## src/hdl/rdpbb_pkg.sv

```systemverilog
// ----------------------------------------------------------------------------
// rdpbb_pkg: shared types and constants of the red-dominant bounding box
// Field widths, running-state limits and the structs passed between the top
// level and the box tracker.
// ----------------------------------------------------------------------------
package rdpbb_pkg;

   localparam int CHAN_W = 8;
   localparam int COL_W  = 11;
   localparam int ROW_W  = 10;
   localparam int CNT_W  = 22;

   localparam int X_ALL = 2047;
   localparam int Y_ALL = 1023;

   localparam logic [CHAN_W-1:0] WHITE        = 8'd255;
   localparam logic [CHAN_W-1:0] MARGIN_RESET = 8'd18;
   localparam logic [CNT_W-1:0]  CNT_MAX      = {CNT_W{1'b1}};

   typedef logic [CHAN_W-1:0] chan_type;
   typedef logic [COL_W-1:0]  col_type;
   typedef logic [ROW_W-1:0]  row_type;
   typedef logic [CNT_W-1:0]  cnt_type;

   // Control of the tracker for the pixel that leaves the input register.
   typedef struct packed {
      logic advance;
      logic is_point;
      logic last;
   } track_ctrl_type;

   // Box of the frame, including the pixel now presented.
   typedef struct packed {
      cnt_type total;
      col_type x_min;
      col_type x_max;
      row_type y_min;
      row_type y_max;
      logic    valid;
   } box_type;

endpackage

```

## src/hdl/rdpbb_if.sv

```systemverilog
// ----------------------------------------------------------------------------
// rdpbb_if: channel interfaces of the red-dominant bounding box
// Pixel request channel, result channel and the margin register write channel,
// each with valid, ready and its payload.
// ----------------------------------------------------------------------------
interface rdpbb_req_if import rdpbb_pkg::*; ();
   logic     valid;
   logic     ready;
   chan_type pix_red;
   chan_type pix_green;
   chan_type pix_blue;
   col_type  col_x;
   row_type  row_y;
   logic     last_pixel;

   modport source (output valid, pix_red, pix_green, pix_blue, col_x, row_y,
                   last_pixel, input ready);
   modport sink   (input valid, pix_red, pix_green, pix_blue, col_x, row_y,
                   last_pixel, output ready);
endinterface

interface rdpbb_rsp_if import rdpbb_pkg::*; ();
   logic     valid;
   logic     ready;
   chan_type out_red;
   chan_type out_green;
   chan_type out_blue;
   logic     is_point;
   logic     frame_done;
   cnt_type  point_total;
   col_type  box_x_min;
   col_type  box_x_max;
   row_type  box_y_min;
   row_type  box_y_max;
   logic     box_valid;

   modport source (output valid, out_red, out_green, out_blue, is_point,
                   frame_done, point_total, box_x_min, box_x_max, box_y_min,
                   box_y_max, box_valid, input ready);
   modport sink   (input valid, out_red, out_green, out_blue, is_point,
                   frame_done, point_total, box_x_min, box_x_max, box_y_min,
                   box_y_max, box_valid, output ready);
endinterface

interface rdpbb_csr_if import rdpbb_pkg::*; ();
   logic     valid;
   logic     ready;
   chan_type data;

   modport source (output valid, data, input ready);
   modport sink   (input valid, data, output ready);
endinterface

```

## src/hdl/rdpbb_box_tracker.sv

```systemverilog
// ----------------------------------------------------------------------------
// rdpbb_box_tracker: running point count and bounding box of one frame
// Holds the count and the extremes of x and y, presents the box that includes
// the current pixel and clears itself after the last pixel of a frame.
// ----------------------------------------------------------------------------
module rdpbb_box_tracker import rdpbb_pkg::*; (
   input  logic           clock,
   input  logic           reset,
   input  track_ctrl_type ctrl,
   input  col_type        pix_x,
   input  row_type        pix_y,
   output box_type        box
);

   cnt_type cnt_ff,   cnt_in;
   col_type x_min_ff, x_min_in;
   col_type x_max_ff, x_max_in;
   row_type y_min_ff, y_min_in;
   row_type y_max_ff, y_max_in;

   // State once the current pixel is included.
   always_comb begin
      cnt_in   = cnt_ff;
      x_min_in = x_min_ff;
      x_max_in = x_max_ff;
      y_min_in = y_min_ff;
      y_max_in = y_max_ff;
      if (ctrl.is_point) begin
         if (cnt_ff != CNT_MAX) cnt_in = cnt_ff + 1'b1;
         if (pix_x < x_min_ff)  x_min_in = pix_x;
         if (pix_x > x_max_ff)  x_max_in = pix_x;
         if (pix_y < y_min_ff)  y_min_in = pix_y;
         if (pix_y > y_max_ff)  y_max_in = pix_y;
      end
   end

   always_comb begin
      box.total = cnt_in;
      box.valid = (cnt_in != '0);
      box.x_min = box.valid ? x_min_in : '0;
      box.x_max = box.valid ? x_max_in : '0;
      box.y_min = box.valid ? y_min_in : '0;
      box.y_max = box.valid ? y_max_in : '0;
   end

   always_ff @(posedge clock) begin
      if (reset || (ctrl.advance && ctrl.last)) begin
         cnt_ff   <= '0;
         x_min_ff <= COL_W'(X_ALL);
         x_max_ff <= '0;
         y_min_ff <= ROW_W'(Y_ALL);
         y_max_ff <= '0;
      end else if (ctrl.advance) begin
         cnt_ff   <= cnt_in;
         x_min_ff <= x_min_in;
         x_max_ff <= x_max_in;
         y_min_ff <= y_min_in;
         y_max_ff <= y_max_in;
      end
   end

endmodule

```

## src/hdl/red_dominant_pixel_bounding_box_core.sv

```systemverilog
// ----------------------------------------------------------------------------
// red_dominant_pixel_bounding_box_core: red-dominant segmentation with a box
// Marks pixels whose red exceeds green and blue by at least a margin, whitens the
// others and reports the point count and bounding box on the last pixel.
// ----------------------------------------------------------------------------
//
//  Channel   Direction  Moves
//  req_chan  in         one pixel request: RGB, x, y, last-pixel mark
//  rsp_chan  out        one result per request: pixel, point flag, frame box
//  csr_chan  in         write of the red margin register (always ready)
//
// Each request passes from acceptance to result through the input register
// and then the result register, and a new request can be taken on
// every clock while results are taken at the same pace.
// The input register accepts a request even while a finished result waits,
// so up to two requests are held during a stall; ready falls only when both
// registers are full and the result is not taken.
// Synchronous reset empties both registers, clears the running box and sets
// the margin to 18.
//
module red_dominant_pixel_bounding_box_core import rdpbb_pkg::*; #(
   parameter int MAX_WIDTH  = 2048,
   parameter int MAX_HEIGHT = 1024
) (
   input  logic   clock,
   input  logic   reset,
   rdpbb_req_if.sink   req_chan,
   rdpbb_rsp_if.source rsp_chan,
   rdpbb_csr_if.sink   csr_chan
);

   // Largest coordinate that may enter the box, limited by the field width.
   localparam int X_TOP_INT = (MAX_WIDTH - 1 > X_ALL) ? X_ALL : MAX_WIDTH - 1;
   localparam int Y_TOP_INT = (MAX_HEIGHT - 1 > Y_ALL) ? Y_ALL : MAX_HEIGHT - 1;
   localparam col_type X_TOP = COL_W'(X_TOP_INT);
   localparam row_type Y_TOP = ROW_W'(Y_TOP_INT);

   // The margin register. Writes must arrive only while the block is idle; the block itself does not enforce this.
   chan_type margin_ff;

   assign csr_chan.ready = 1'b1;

   always_ff @(posedge clock) begin
      if (reset) begin
         margin_ff <= MARGIN_RESET;
      end else if (csr_chan.valid) begin
         margin_ff <= csr_chan.data;
      end
   end

   // Input register stage.
   logic     s1_valid_ff;
   chan_type s1_red_ff, s1_green_ff, s1_blue_ff;
   col_type  s1_x_ff;
   row_type  s1_y_ff;
   logic     s1_last_ff;

   logic     rsp_valid_ff;
   logic     s1_advance;

   // The input register moves on whenever the result register is free or
   // its content is taken in this cycle.
   assign s1_advance     = s1_valid_ff && (!rsp_valid_ff || rsp_chan.ready);
   assign req_chan.ready = !s1_valid_ff || s1_advance;

   always_ff @(posedge clock) begin
      if (reset) begin
         s1_valid_ff <= 1'b0;
      end else if (req_chan.ready) begin
         s1_valid_ff <= req_chan.valid;
      end
   end

   always_ff @(posedge clock) begin
      if (req_chan.ready && req_chan.valid) begin
         s1_red_ff   <= req_chan.pix_red;
         s1_green_ff <= req_chan.pix_green;
         s1_blue_ff  <= req_chan.pix_blue;
         s1_x_ff     <= req_chan.col_x;
         s1_y_ff     <= req_chan.row_y;
         s1_last_ff  <= req_chan.last_pixel;
      end
   end

   // Classification. The sums carry one extra bit so that they never wrap.
   logic [CHAN_W:0] green_sum, blue_sum;
   logic            poi;
   col_type         lim_x;
   row_type         lim_y;

   assign green_sum = {1'b0, margin_ff} + {1'b0, s1_green_ff};
   assign blue_sum  = {1'b0, margin_ff} + {1'b0, s1_blue_ff};
   assign poi       = ({1'b0, s1_red_ff} >= green_sum) &&
                      ({1'b0, s1_red_ff} >= blue_sum);

   // Coordinates beyond the frame are clamped to its last column and row.
   assign lim_x = (s1_x_ff > X_TOP) ? X_TOP : s1_x_ff;
   assign lim_y = (s1_y_ff > Y_TOP) ? Y_TOP : s1_y_ff;

   track_ctrl_type track_ctrl;
   box_type        box;

   assign track_ctrl.advance  = s1_advance;
   assign track_ctrl.is_point = poi;
   assign track_ctrl.last     = s1_last_ff;

   rdpbb_box_tracker u_tracker (
      .clock (clock),
      .reset (reset),
      .ctrl  (track_ctrl),
      .pix_x (lim_x),
      .pix_y (lim_y),
      .box   (box)
   );

   // Result register. The box fields are reported only on the last pixel.
   always_ff @(posedge clock) begin
      if (reset) begin
         rsp_valid_ff <= 1'b0;
      end else if (!rsp_valid_ff || rsp_chan.ready) begin
         rsp_valid_ff <= s1_valid_ff;
      end
   end

   always_ff @(posedge clock) begin
      if (s1_advance) begin
         rsp_chan.out_red     <= poi ? s1_red_ff   : WHITE;
         rsp_chan.out_green   <= poi ? s1_green_ff : WHITE;
         rsp_chan.out_blue    <= poi ? s1_blue_ff  : WHITE;
         rsp_chan.is_point    <= poi;
         rsp_chan.frame_done  <= s1_last_ff;
         rsp_chan.point_total <= s1_last_ff ? box.total : '0;
         rsp_chan.box_x_min   <= s1_last_ff ? box.x_min : '0;
         rsp_chan.box_x_max   <= s1_last_ff ? box.x_max : '0;
         rsp_chan.box_y_min   <= s1_last_ff ? box.y_min : '0;
         rsp_chan.box_y_max   <= s1_last_ff ? box.y_max : '0;
         rsp_chan.box_valid   <= s1_last_ff && box.valid;
      end
   end

   assign rsp_chan.valid = rsp_valid_ff;

   // Checks on the block's own logic.

   // A result that does not close a frame carries no box.
   a_no_box_mid_frame: assert property (@(posedge clock) disable iff (reset)
      (rsp_chan.valid && !rsp_chan.frame_done) |->
         (rsp_chan.point_total == '0 && !rsp_chan.box_valid))
      else $error("box reported on a pixel that is not the last");

   // A valid box is ordered and goes with a non-zero count.
   a_box_ordered: assert property (@(posedge clock) disable iff (reset)
      (rsp_chan.valid && rsp_chan.box_valid) |->
         (rsp_chan.box_x_min <= rsp_chan.box_x_max &&
          rsp_chan.box_y_min <= rsp_chan.box_y_max &&
          rsp_chan.point_total != '0))
      else $error("valid box is not ordered or has no points");

   // After the last pixel of a frame moves on, the running count is clear.
   a_clear_after_last: assert property (@(posedge clock) disable iff (reset)
      (s1_advance && s1_last_ff) |=> (box.total == '0 || track_ctrl.is_point))
      else $error("running state not cleared after the last pixel");

   // Requests are refused only while both registers are full.
   a_ready_stall: assert property (@(posedge clock) disable iff (reset)
      !req_chan.ready |-> (s1_valid_ff && rsp_valid_ff && !rsp_chan.ready))
      else $error("request refused with room in the pipeline");

endmodule
```

## src/flat_wrapper.sv

```systemverilog
// flat-port wrapper written by rule: the top's interface ports become plain ports
module red_dominant_pixel_bounding_box_core_flat import rdpbb_pkg::*;
#(
   parameter int MAX_WIDTH  = 2048,
   parameter int MAX_HEIGHT = 1024
)
  (clock, reset, req_chan_valid, req_chan_pix_red, req_chan_pix_green, req_chan_pix_blue, req_chan_col_x, req_chan_row_y, req_chan_last_pixel, req_chan_ready, rsp_chan_valid, rsp_chan_out_red, rsp_chan_out_green, rsp_chan_out_blue, rsp_chan_is_point, rsp_chan_frame_done, rsp_chan_point_total, rsp_chan_box_x_min, rsp_chan_box_x_max, rsp_chan_box_y_min, rsp_chan_box_y_max, rsp_chan_box_valid, rsp_chan_ready, csr_chan_valid, csr_chan_data, csr_chan_ready);
  rdpbb_req_if req_chan_i ();
  rdpbb_rsp_if rsp_chan_i ();
  rdpbb_csr_if csr_chan_i ();
  input  logic clock;
  input  logic reset;
  input wire logic [$bits(req_chan_i.valid)-1:0] req_chan_valid;
  input wire logic [$bits(req_chan_i.pix_red)-1:0] req_chan_pix_red;
  input wire logic [$bits(req_chan_i.pix_green)-1:0] req_chan_pix_green;
  input wire logic [$bits(req_chan_i.pix_blue)-1:0] req_chan_pix_blue;
  input wire logic [$bits(req_chan_i.col_x)-1:0] req_chan_col_x;
  input wire logic [$bits(req_chan_i.row_y)-1:0] req_chan_row_y;
  input wire logic [$bits(req_chan_i.last_pixel)-1:0] req_chan_last_pixel;
  output wire logic [$bits(req_chan_i.ready)-1:0] req_chan_ready;
  output wire logic [$bits(rsp_chan_i.valid)-1:0] rsp_chan_valid;
  output wire logic [$bits(rsp_chan_i.out_red)-1:0] rsp_chan_out_red;
  output wire logic [$bits(rsp_chan_i.out_green)-1:0] rsp_chan_out_green;
  output wire logic [$bits(rsp_chan_i.out_blue)-1:0] rsp_chan_out_blue;
  output wire logic [$bits(rsp_chan_i.is_point)-1:0] rsp_chan_is_point;
  output wire logic [$bits(rsp_chan_i.frame_done)-1:0] rsp_chan_frame_done;
  output wire logic [$bits(rsp_chan_i.point_total)-1:0] rsp_chan_point_total;
  output wire logic [$bits(rsp_chan_i.box_x_min)-1:0] rsp_chan_box_x_min;
  output wire logic [$bits(rsp_chan_i.box_x_max)-1:0] rsp_chan_box_x_max;
  output wire logic [$bits(rsp_chan_i.box_y_min)-1:0] rsp_chan_box_y_min;
  output wire logic [$bits(rsp_chan_i.box_y_max)-1:0] rsp_chan_box_y_max;
  output wire logic [$bits(rsp_chan_i.box_valid)-1:0] rsp_chan_box_valid;
  input wire logic [$bits(rsp_chan_i.ready)-1:0] rsp_chan_ready;
  input wire logic [$bits(csr_chan_i.valid)-1:0] csr_chan_valid;
  input wire logic [$bits(csr_chan_i.data)-1:0] csr_chan_data;
  output wire logic [$bits(csr_chan_i.ready)-1:0] csr_chan_ready;
  assign req_chan_i.valid = req_chan_valid;
  assign req_chan_i.pix_red = req_chan_pix_red;
  assign req_chan_i.pix_green = req_chan_pix_green;
  assign req_chan_i.pix_blue = req_chan_pix_blue;
  assign req_chan_i.col_x = req_chan_col_x;
  assign req_chan_i.row_y = req_chan_row_y;
  assign req_chan_i.last_pixel = req_chan_last_pixel;
  assign req_chan_ready = req_chan_i.ready;
  assign rsp_chan_valid = rsp_chan_i.valid;
  assign rsp_chan_out_red = rsp_chan_i.out_red;
  assign rsp_chan_out_green = rsp_chan_i.out_green;
  assign rsp_chan_out_blue = rsp_chan_i.out_blue;
  assign rsp_chan_is_point = rsp_chan_i.is_point;
  assign rsp_chan_frame_done = rsp_chan_i.frame_done;
  assign rsp_chan_point_total = rsp_chan_i.point_total;
  assign rsp_chan_box_x_min = rsp_chan_i.box_x_min;
  assign rsp_chan_box_x_max = rsp_chan_i.box_x_max;
  assign rsp_chan_box_y_min = rsp_chan_i.box_y_min;
  assign rsp_chan_box_y_max = rsp_chan_i.box_y_max;
  assign rsp_chan_box_valid = rsp_chan_i.box_valid;
  assign rsp_chan_i.ready = rsp_chan_ready;
  assign csr_chan_i.valid = csr_chan_valid;
  assign csr_chan_i.data = csr_chan_data;
  assign csr_chan_ready = csr_chan_i.ready;
  red_dominant_pixel_bounding_box_core #(.MAX_WIDTH(MAX_WIDTH), .MAX_HEIGHT(MAX_HEIGHT)) u_core (.clock(clock), .reset(reset), .req_chan(req_chan_i), .rsp_chan(rsp_chan_i), .csr_chan(csr_chan_i));
endmodule
```

## config.mk

```make
export PLATFORM = sky130hd
export DESIGN_NAME = red_dominant_pixel_bounding_box_core_flat
export DESIGN_NICKNAME = d
export VERILOG_FILES = /design/src/hdl/rdpbb_pkg.sv /design/src/hdl/rdpbb_if.sv /design/src/hdl/rdpbb_box_tracker.sv /design/src/hdl/red_dominant_pixel_bounding_box_core.sv /design/src/flat_wrapper.sv
export SDC_FILE = /design/constraint.sdc
export NUM_CORES = 1
export LEC_CHECK = 0
export ABC_AREA = 1
export BUFFER_PORTS_ARGS = -buffer_cell sky130_fd_sc_hd__buf_2
export CAP_MARGIN = 30
export CORE_MARGIN = 3
export CORE_UTILIZATION = 40
export DETAILED_ROUTE_END_ITERATION = 10
export GPL_ROUTABILITY_DRIVEN = 1
export MAX_ROUTING_LAYER = met4
export SYNTH_ARGS = -nofsm -noshare
export SYNTH_HDL_FRONTEND = slang
export SYNTH_SLANG_ARGS = --single-unit
export TNS_END_PERCENT = 20
```

## constraint.sdc

```tcl
create_clock -name clock -period 13.3 [get_ports clock]
set_clock_uncertainty 0.05 [all_clocks]
set_input_delay 3.325 -clock clock [delete_from_list [all_inputs] [get_ports clock]]
set_output_delay 3.325 -clock clock [all_outputs]
set_load 0.01 [all_outputs]
```

==> Yosys cells after proc, flatten, opt, wreduce, memory -nomap -nowiden <==
Cells that the tools add are included.
{ "word_totals": {"regBits": 211, "latch_bits": 0, "ramBits": 0, "mem_bits_ro": 0, "input_bits": 59, "output_inout_bits": 94, "word_cells": 61, "n_memories": 0} }
{ "classes": {"n_addsub": 3, "n_mul": 0, "div": 0, "order_cmp": 8, "n_eq_ne": 1, "shift": 0, "muxes": 12, "n_bitwise": 0, "n_reduce_logical": 12} }
{ "ops": {"columns": ["operator", "count"], "rows": [
  ["$mux W11", 5],
  ["$mux W10", 5],
  ["$mux W22", 2],
  ["$add A22 B1 Y22 const B", 1],
  ["$ne A22 B22 Y1 const B", 1],
  ["$reduce_bool A22 Y1", 1],
  ["$add A8 B8 Y9", 2],
  ["$ge A8 B9 Y1", 2],
  ["$gt A11 B11 Y1", 1],
  ["$gt A11 B11 Y1 const B", 1],
  ["$lt A11 B11 Y1", 1],
  ["$gt A10 B10 Y1", 1],
  ["$gt A10 B10 Y1 const B", 1],
  ["$lt A10 B10 Y1", 1],
  ["$logic_and A1 B1 Y1", 5],
  ["$logic_or A1 B1 Y1", 3],
  ["$logic_not A1 Y1", 2],
  ["$reduce_and A2 Y1", 1]
]} }

==> Longest topological paths before layout <==
Gate-level depths: netlist of the first run.
{ "depth": {"depth_word": 6, "ltp_mapped": 28, "depth_no_buf": 26} }

==> Hierarchy <==
Synthesis of the first run repeated with hierarchy kept, for this count alone.
{ "unflattened": {"hier_cells": 1445, "hier_area_um2": 11686.2} }
{ "by_module_without_submodules": {"columns": ["module", "n_inst", "cells_per_inst", "area_per_inst_um2", "seq_area_each_um2"], "rows": [
  ["red_dominant_pixel_bounding_box_core", 1, 553, 6376.1, 4314.1],
  ["rdpbb_box_tracker", 1, 892, 5310.1, 1281.2]
]} }

==> Worst setup path after synthesis of the first run <==
Ideal clock, no wire load.
{ "synth_path": {"path_kind": "input to register", "startpoint": "input rsp_chan_ready", "endpoint": "register u_core.u_tracker.cnt_ff[15]", "setup_time_ns": 0.129, "t_arrival_ns": 6.717, "t_required_ns": 13.121, "setup_slack_ns": 6.405, "stages": 8, "n_path_buf": 1, "path_cell_list": "inv_1 -> nand2_1 -> nand2_1 -> clkinv_1 -> clkbuf_1 -> nand2_1 -> o211ai_1 -> inv_1"} }
{ "synth_between": {"elab_chain_cells": 4} }
{ "synth_lines": {"columns": ["item", "line_no", "source"], "rows": [
  ["from (decl)", "flat_wrapper.sv:33", "input wire logic [$bits(rsp_chan_i.ready)-1:0] rsp_chan_ready;"],
  ["$logic_or A1 B1 Y1 (*)", "red_dominant_pixel_bounding_box_core.sv:63", "assign s1_advance = s1_valid_ff && (!rsp_valid_ff || rsp_chan.ready);"],
  ["$logic_and A1 B1 Y1 (*)", "red_dominant_pixel_bounding_box_core.sv:63", null],
  ["named net u_core.s1_advance", "red_dominant_pixel_bounding_box_core.sv:59", "logic s1_advance;"],
  ["$logic_and A1 B1 Y1", "rdpbb_box_tracker.sv:47", "if (reset || (ctrl.advance && ctrl.last)) begin"],
  ["$logic_or A1 B1 Y1", "rdpbb_box_tracker.sv:47", null],
  ["to (signal assigned)", "rdpbb_box_tracker.sv:54", "cnt_ff <= cnt_in;"],
  ["to (decl)", "rdpbb_box_tracker.sv:15", "cnt_type cnt_ff, cnt_in;"]
]} }
Mark *: on every way through the listed nets, which the timed path passes. The rest lies on a longest branch.
A chain may end at the register's enable or synchronous reset.

==> Final worst setup path of the first run <==
{ "layout_path": {"startpoint": "input rsp_chan_ready", "endpoint": "output req_chan_ready"} }
{ "layout_between": {"elab_chain_cells": 3} }
{ "layout_lines": {"columns": ["item", "line_no", "source"], "rows": [
  ["$logic_or A1 B1 Y1", "red_dominant_pixel_bounding_box_core.sv:63", null],
  ["$logic_and A1 B1 Y1", "red_dominant_pixel_bounding_box_core.sv:63", null],
  ["$logic_or A1 B1 Y1", "red_dominant_pixel_bounding_box_core.sv:64", "assign req_chan.ready = !s1_valid_ff || s1_advance;"],
  ["to (decl)", "flat_wrapper.sv:20", "output wire logic [$bits(req_chan_i.ready)-1:0] req_chan_ready;"]
]} }
No other way between the ends.

==> results.toml, run 1 <==
[outcome]
status = "complete, no violations"

[finish]
fillCellCount = 2777
diodes = 0
post-route-util_pct = 47.1
final_common_cell = "nand2_1"
nets = 1595
mostFrequentLayoutCells = "nand2_1 (257), inv_1 (217), buf_2 (151)"
drive_above_1_share_pct = 17.4
area_delta_synth_final_pct = 15.6
final_cells = 1857

[power_and_ir_drop]
p_switching_mw = 0.510
ir_drop_mv = 0.0890
leakage_nw = 5.99
swShare_pct = 28.8
total_power_mw = 1.77
sequentialPowerShare_pct = 43.8
power_density_nw_per_um2 = 135
internal_power_mw = 1.26
clockPowerShare_pct = 37.0
combPwrFrac_pct = 19.2

[die]
floorplan.initialDensity_pct = 40.7
boundaryPins = 153
core-area_um2 = 27900
die_h_um = 175
row_count = 61
die_area_um2 = 30500
die_w_um = 175

[sta]
fmax_mhz = 141
report.final.slew_viol_count = 0
setup_viol = 0
slew-limit-headroom_pct = 50.0
worst_pin_slew_ns = 0.748
fin_crit_sh_pct = 53.5
period_needed_ns = 7.11
grt_setup_unrepaired = "no"
tns_ns = 0
finalHoldViolations = 0

[placed_design]
place_inst = 1813
io_buffers = 151
routabilityCongestion = 0.885
dp_hpwl_um = 18200

[grt]
grt_pass1_vias = 8478
antenna_found_initial = 0
grt_max_degree = 74
grt_overflow_total = 0
grt_first_pass_wirelength_um = 42500
grt_use_total_pct = 17.4

[yosys]
syn_inst = 1344
synth_edf_count = 137
ys_types = 41
ys_warn_count = 0
ys.flop_type = "edfxtp_1"
synthesis.area_um2 = 11400
async_reset_ff_share_pct = 0
synth_nets = 1478
synth_seq_cells = 211
ys_seq_area_share_pct = 49.2
synth.avg_cell_area_um2 = 8.46

[route]
drc_errors = 0
wirelength_um = 25900
antenna_left = 0
drt-wirelength-per-cell_um = 13.9
viasPerCell = 4.79
firstDrtPassIters = 5
num_vias = 8888
drt_iter0_markers = 530

[clock_network]
cts.reportedPaths.clkPinSlew_ns = 0.06
clock_sinks = 211
root_buffer = "clkbuf_16"
cts_tree = "done"
ctsHtreeMaxLevel = 1
cts_setup_buffers = 0
cts_resized = 0
cts_hold_buf = 0
clk_latency_ns = 0.51
cts_inserted_buffers = 24
clk_path_buf_depth = 3

[worst_hold_path]
hp-class = "register to register"

[worst_setup_path]
critPathLaunchType = "primary input"
r2r_slack_ns = 8.07
end_kind = "output pin"
arrival_ns = 3.73
crit_type = "primary input to output pin"
required_ns = 9.93
path_max_fanout = 3

[flow_run]
drv_cap = 0
metrics by stage:
stage	instance area [µm²]	worst slack (ns)	hold WS, ns
global route	13100	6.13	0.470
floorplan	11400	6.40	0.409
global placement	12300	6.19	0.425
detailed placement	12400	6.19	0.434
finish	13100	6.19	0.444
CTS	13100	6.19	0.447
sequential cells by signal (all words and copies together), names as in the netlist, 8 cells and up:
register / flops
u_core.rsp_chan.box_x_min: 11
u_core.rsp_chan.box_x_max: 11
u_core.s1_x_ff: 11
u_core.u_tracker.x_min_ff: 11
u_core.rsp_chan.box_y_min: 10
u_core.margin_ff: 8
u_core.u_tracker.x_max_ff: 11
u_core.rsp_chan.box_y_max: 10
u_core.s1_red_ff: 8
u_core.rsp_chan.out_red: 8
u_core.rsp_chan.out_blue: 8
u_core.s1_green_ff: 8
u_core.s1_y_ff: 10
u_core.s1_blue_ff: 8
u_core.u_tracker.y_min_ff: 10
u_core.rsp_chan.point_total: 22
u_core.u_tracker.cnt_ff: 22
u_core.rsp_chan.out_green: 8
u_core.u_tracker.y_max_ff: 10
layer usage:
metal	vias to the layer above	track usage (%)	wire length, µm
li1	4607	-	-
met1	4059	23.3	12200
met2	190	28.0	11800
met3	32	2.91	1470
met4	0	3.69	419
met5	-	-	0
worst max-delay path, cell delays in order:
cell     delay (ns)
buf_2          0.09
inv_1          0.05
nand3_1        0.10
buf_2          0.16
layout make-up:
class,count,area [µm²],share of cell area (%)
clock buffer,33,676,5.14
multi-input combinational,842,4620,35.1
timing repair buffer,160,836,6.36
tap,378,473,3.60
sequential,211,5600,42.6
clock inverter,11,113,0.857
inverter,222,837,6.37
power groups by stage:
stage	logic (mW)	clock network (mW)	registers, mW
floorplan	0.251	0	0.791
global placement	0.334	0	0.789
detailed placement	0.342	0	0.790
CTS	0.343	0.676	0.776
global route	0.396	0.706	0.781
finish	0.339	0.655	0.776
cells in the mapped netlist, types with 2 or more instances:
library cell | instances | area share (%)
nor2_2 | 14 | 0.77
inv_2 | 2 | 0.066
inv_1 | 218 | 7.2
nor2_4 | 2 | 0.20
nand2_2 | 7 | 0.39
o21bai_1 | 3 | 0.20
edfxtp_1 | 137 | 36
buf_2 | 5 | 0.22
nand2_1 | 258 | 8.5
dfxtp_1 | 74 | 13
or2_2 | 21 | 1.2
nand3_1 | 38 | 1.7
a21boi_0 | 3 | 0.20
nand4_1 | 13 | 0.72
fa_1 | 2 | 0.35
buf_4 | 6 | 0.40
a21oi_2 | 2 | 0.15
xnor2_1 | 2 | 0.15
o211ai_1 | 9 | 0.59
ha_1 | 73 | 8.0
nand3_2 | 4 | 0.35
a21oi_1 | 102 | 4.5
o21ai_0 | 151 | 6.6
nor3_1 | 5 | 0.22
buf_6 | 5 | 0.50
o2111ai_1 | 2 | 0.15
clkbuf_1 | 52 | 1.7
nor2_1 | 105 | 3.5
xor2_1 | 16 | 1.2
a41oi_1 | 2 | 0.15
logic make-up after synthesis:
group	count (synthesis)	share of synthesized area, %
AOI/OAI and AO/OA	278	12.9
xor gates and xnor gates	18	1.39
adders and majority gates	75	8.39
buffers and inverters	291	10.3
DFF	211	49.2
other	1	0.0330
and+or+nand+nor	470	17.8
worst paths after layout:
kind         depth (start not counted)                                          to                                       from
max                                  4                              req_chan_ready                             rsp_chan_ready
min                                  2   u_core.u_tracker.y_min_ff[8]$_SDFFE_PP1P_  u_core.u_tracker.y_min_ff[8]$_SDFFE_PP1P_
max reg2reg                         23  u_core.rsp_chan.box_y_min[0]$_SDFFCE_PN0P_             u_core.s1_blue_ff[2]$_DFFE_PP_
min reg2reg                          2   u_core.u_tracker.y_min_ff[8]$_SDFFE_PP1P_  u_core.u_tracker.y_min_ff[8]$_SDFFE_PP1P_
(Power assumes the default switching activity.)
==> run 2, diff against run 1 <==
==> constraint.sdc (replaced) <==
create_clock -name clock -period 7.2 [get_ports clock]
set_clock_uncertainty 0.05 [all_clocks]
set_input_delay 1.8 -clock clock [delete_from_list [all_inputs] [get_ports clock]]
set_output_delay 1.8 -clock clock [all_outputs]
set_load 0.01 [all_outputs]
==> run 2 against run 1 <==
Against the previous run: die area unchanged; via count is 0.72% higher; core utilization rose by 0.22 points; final area grew 0.48%; global-route usage grew 0.49 points; register-to-register slack worse by 5.6 ns; critical path depth up 21; count of clock-buffer cells in the layout unchanged; clock power rose by 89%; worst setup slack got worse by 3.7 ns; worst hold slack improved by 0.0025 ns; total power rose by 86%.
==> results.toml, run 2 (same netlist as run 1, synthesis figures left out) <==
[clock_network]
clk_path_buf_depth = 3
cts_tree = "done"
cts_setup_buffers = 0
clock_sinks = 211
clk_latency_ns = 0.53
cts_resized = 0
ctsHtreeMaxLevel = 1
root_buffer = "clkbuf_16"
cts.reportedPaths.clkPinSlew_ns = 0.06
cts_inserted_buffers = 24
cts_hold_buf = 0

[sta]
worst_pin_slew_ns = 0.770
grt_setup_unrepaired = "no"
fmax_mhz = 213
period_needed_ns = 4.70
fin_crit_sh_pct = 65.2
finalHoldViolations = 0
setup_viol = 0
report.final.slew_viol_count = 0
tns_ns = 0
slew-limit-headroom_pct = 48.6

[die]
die_w_um = 175
boundaryPins = 153
die_area_um2 = 30500
core-area_um2 = 27900
die_h_um = 175
row_count = 61
floorplan.initialDensity_pct = 40.7

[power_and_ir_drop]
internal_power_mw = 2.36
clockPowerShare_pct = 37.5
total_power_mw = 3.30
combPwrFrac_pct = 19.0
p_switching_mw = 0.934
ir_drop_mv = 0.189
swShare_pct = 28.3
sequentialPowerShare_pct = 43.5
power_density_nw_per_um2 = 250
leakage_nw = 6.03

[placed_design]
place_inst = 1814
io_buffers = 151
dp_hpwl_um = 18900
routabilityCongestion = 0.905

[outcome]
status = "complete, no violations"

[worst_setup_path]
end_kind = "register"
r2r_start = "u_core.s1_green_ff[0]$_DFFE_PP_"
critPathLaunchType = "register"
path_max_fanout = 43
reg2regPathDepth = 25
crit_type = "register to register"
cp-startpoint = "u_core.s1_green_ff[0]$_DFFE_PP_"
r2r_end = "u_core.rsp_chan.box_x_max[6]$_SDFFCE_PN0P_"
arrival_ns = 4.89
required_ns = 7.39
r2r_slack_ns = 2.50

[finish]
drive_above_1_share_pct = 17.4
area_delta_synth_final_pct = 16.2
diodes = 0
final_cells = 1859
fillCellCount = 2762
final_common_cell = "nand2_1"
multi_input_area_um2 = 4620
nets = 1597
reg_top3 = "u_core.rsp_chan.point_total: 22 flops, u_core.u_tracker.cnt_ff: 22 flops"
mostFrequentLayoutCells = "nand2_1 (257), inv_1 (217), buf_2 (151)"
seqCellArea_um2 = 5600

[grt]
grt_overflow_total = 0
grt_max_degree = 82
grt_first_pass_wirelength_um = 43400
grt_pass1_vias = 8553
grt_use_total_pct = 17.9
antenna_found_initial = 0

[worst_hold_path]
holdCritStartpoint = "u_core.u_tracker.y_min_ff[9]$_SDFFE_PP1P_"
holdPathStages = 2
hp-class = "register to register"
min_to = "u_core.u_tracker.y_min_ff[9]$_SDFFE_PP1P_"

[route]
drt_iter0_markers = 624
wirelength_um = 26600
viasPerCell = 4.82
firstDrtPassIters = 5
antenna_left = 0
drc_errors = 0
num_vias = 8952
drt-wirelength-per-cell_um = 14.3

[flow_run]
drv_cap = 0
-- run 2: cell count changes in the layout (fill, tap and decap cells not counted) --
cell / change
buf_12: +1
buf_16: +1
bufinv_16: +1
clkinv_1: +1
clkinv_2: +1
clkinvlp_4: -2
inv_6: -1
-- run 2: power groups by stage --
stage	Combinational, mW	Clock (mW)	Sequential (mW)
after floorplan	0.464	0	1.46
after global placement	0.613	0	1.46
after detailed placement	0.627	0	1.46
after CTS	0.632	1.27	1.44
after global routing	0.732	1.32	1.44
final	0.625	1.24	1.44
-- run 2: final cells by class --
cell class | instances | area share (%)
Inverter | 222 | 6.34
Clock inverter | 11 | 0.966
Clock buffer | 33 | 5.12
Tap cell | 378 | 3.58
Timing Repair Buffer | 162 | 6.69
Sequential cell | 211 | 42.4
Multi-Input combinational cell | 842 | 35.0
-- run 2: worst max path at each step --
stage,end,depth (start not counted)
global placement,u_core.rsp_chan.box_y_max[1]$_SDFFCE_PN0P_,25
finish,u_core.rsp_chan.box_x_max[6]$_SDFFCE_PN0P_,25
detailed placement,u_core.rsp_chan.box_x_max[6]$_SDFFCE_PN0P_,25
floorplan,u_core.u_tracker.cnt_ff[15]$_SDFFE_PP0P_,8
CTS,u_core.rsp_chan.box_x_max[6]$_SDFFCE_PN0P_,25
global route,u_core.rsp_chan.box_x_max[4]$_SDFFCE_PN0P_,25
-- run 2: worst max-delay path, stage by stage (launching register included) --
cell      delay [ns]
edfxtp_1        0.39
ha_1            0.22
inv_1           0.06
fa_1            0.43
o21ai_2         0.25
xor2_1          0.10
ha_1            0.30
nand2_1         0.06
nor2_1          0.18
nand2_1         0.07
nand3_1         0.07
nand2_1         0.05
nand2_1         0.05
nand2_1         0.09
nand2_2         0.18
nand2_2         0.09
nor2_4          0.60
nand2_1         0.14
nand2_2         0.11
nand2_1         0.05
nor2_1          0.08
nand2_1         0.09
nor2_2          0.10
nand2_2         0.07
nand2_4         0.40
nor2_1          0.08
-- run 2: layer usage --
metal	global-route usage [%]	wire length, µm
met2	28.3	12000
met3	3.22	1720
met5	-	0
met1	24.0	12400
met4	4.36	481
-- run 2: metrics by stage --
step / util (%) / worst slack [ns] / hold WS (ns) / cell area, µm²
after detailed placement: 44.3 / 2.47 / 0.436 / 12400
after floorplan: - / 1.83 / 0.409 / 11400
after global routing: 47.3 / 1.90 / 0.484 / 13200
final: 47.3 / 2.50 / 0.447 / 13200
after CTS: 47.2 / 2.47 / 0.450 / 13200
after global placement: 44.1 / 2.52 / 0.425 / 12300
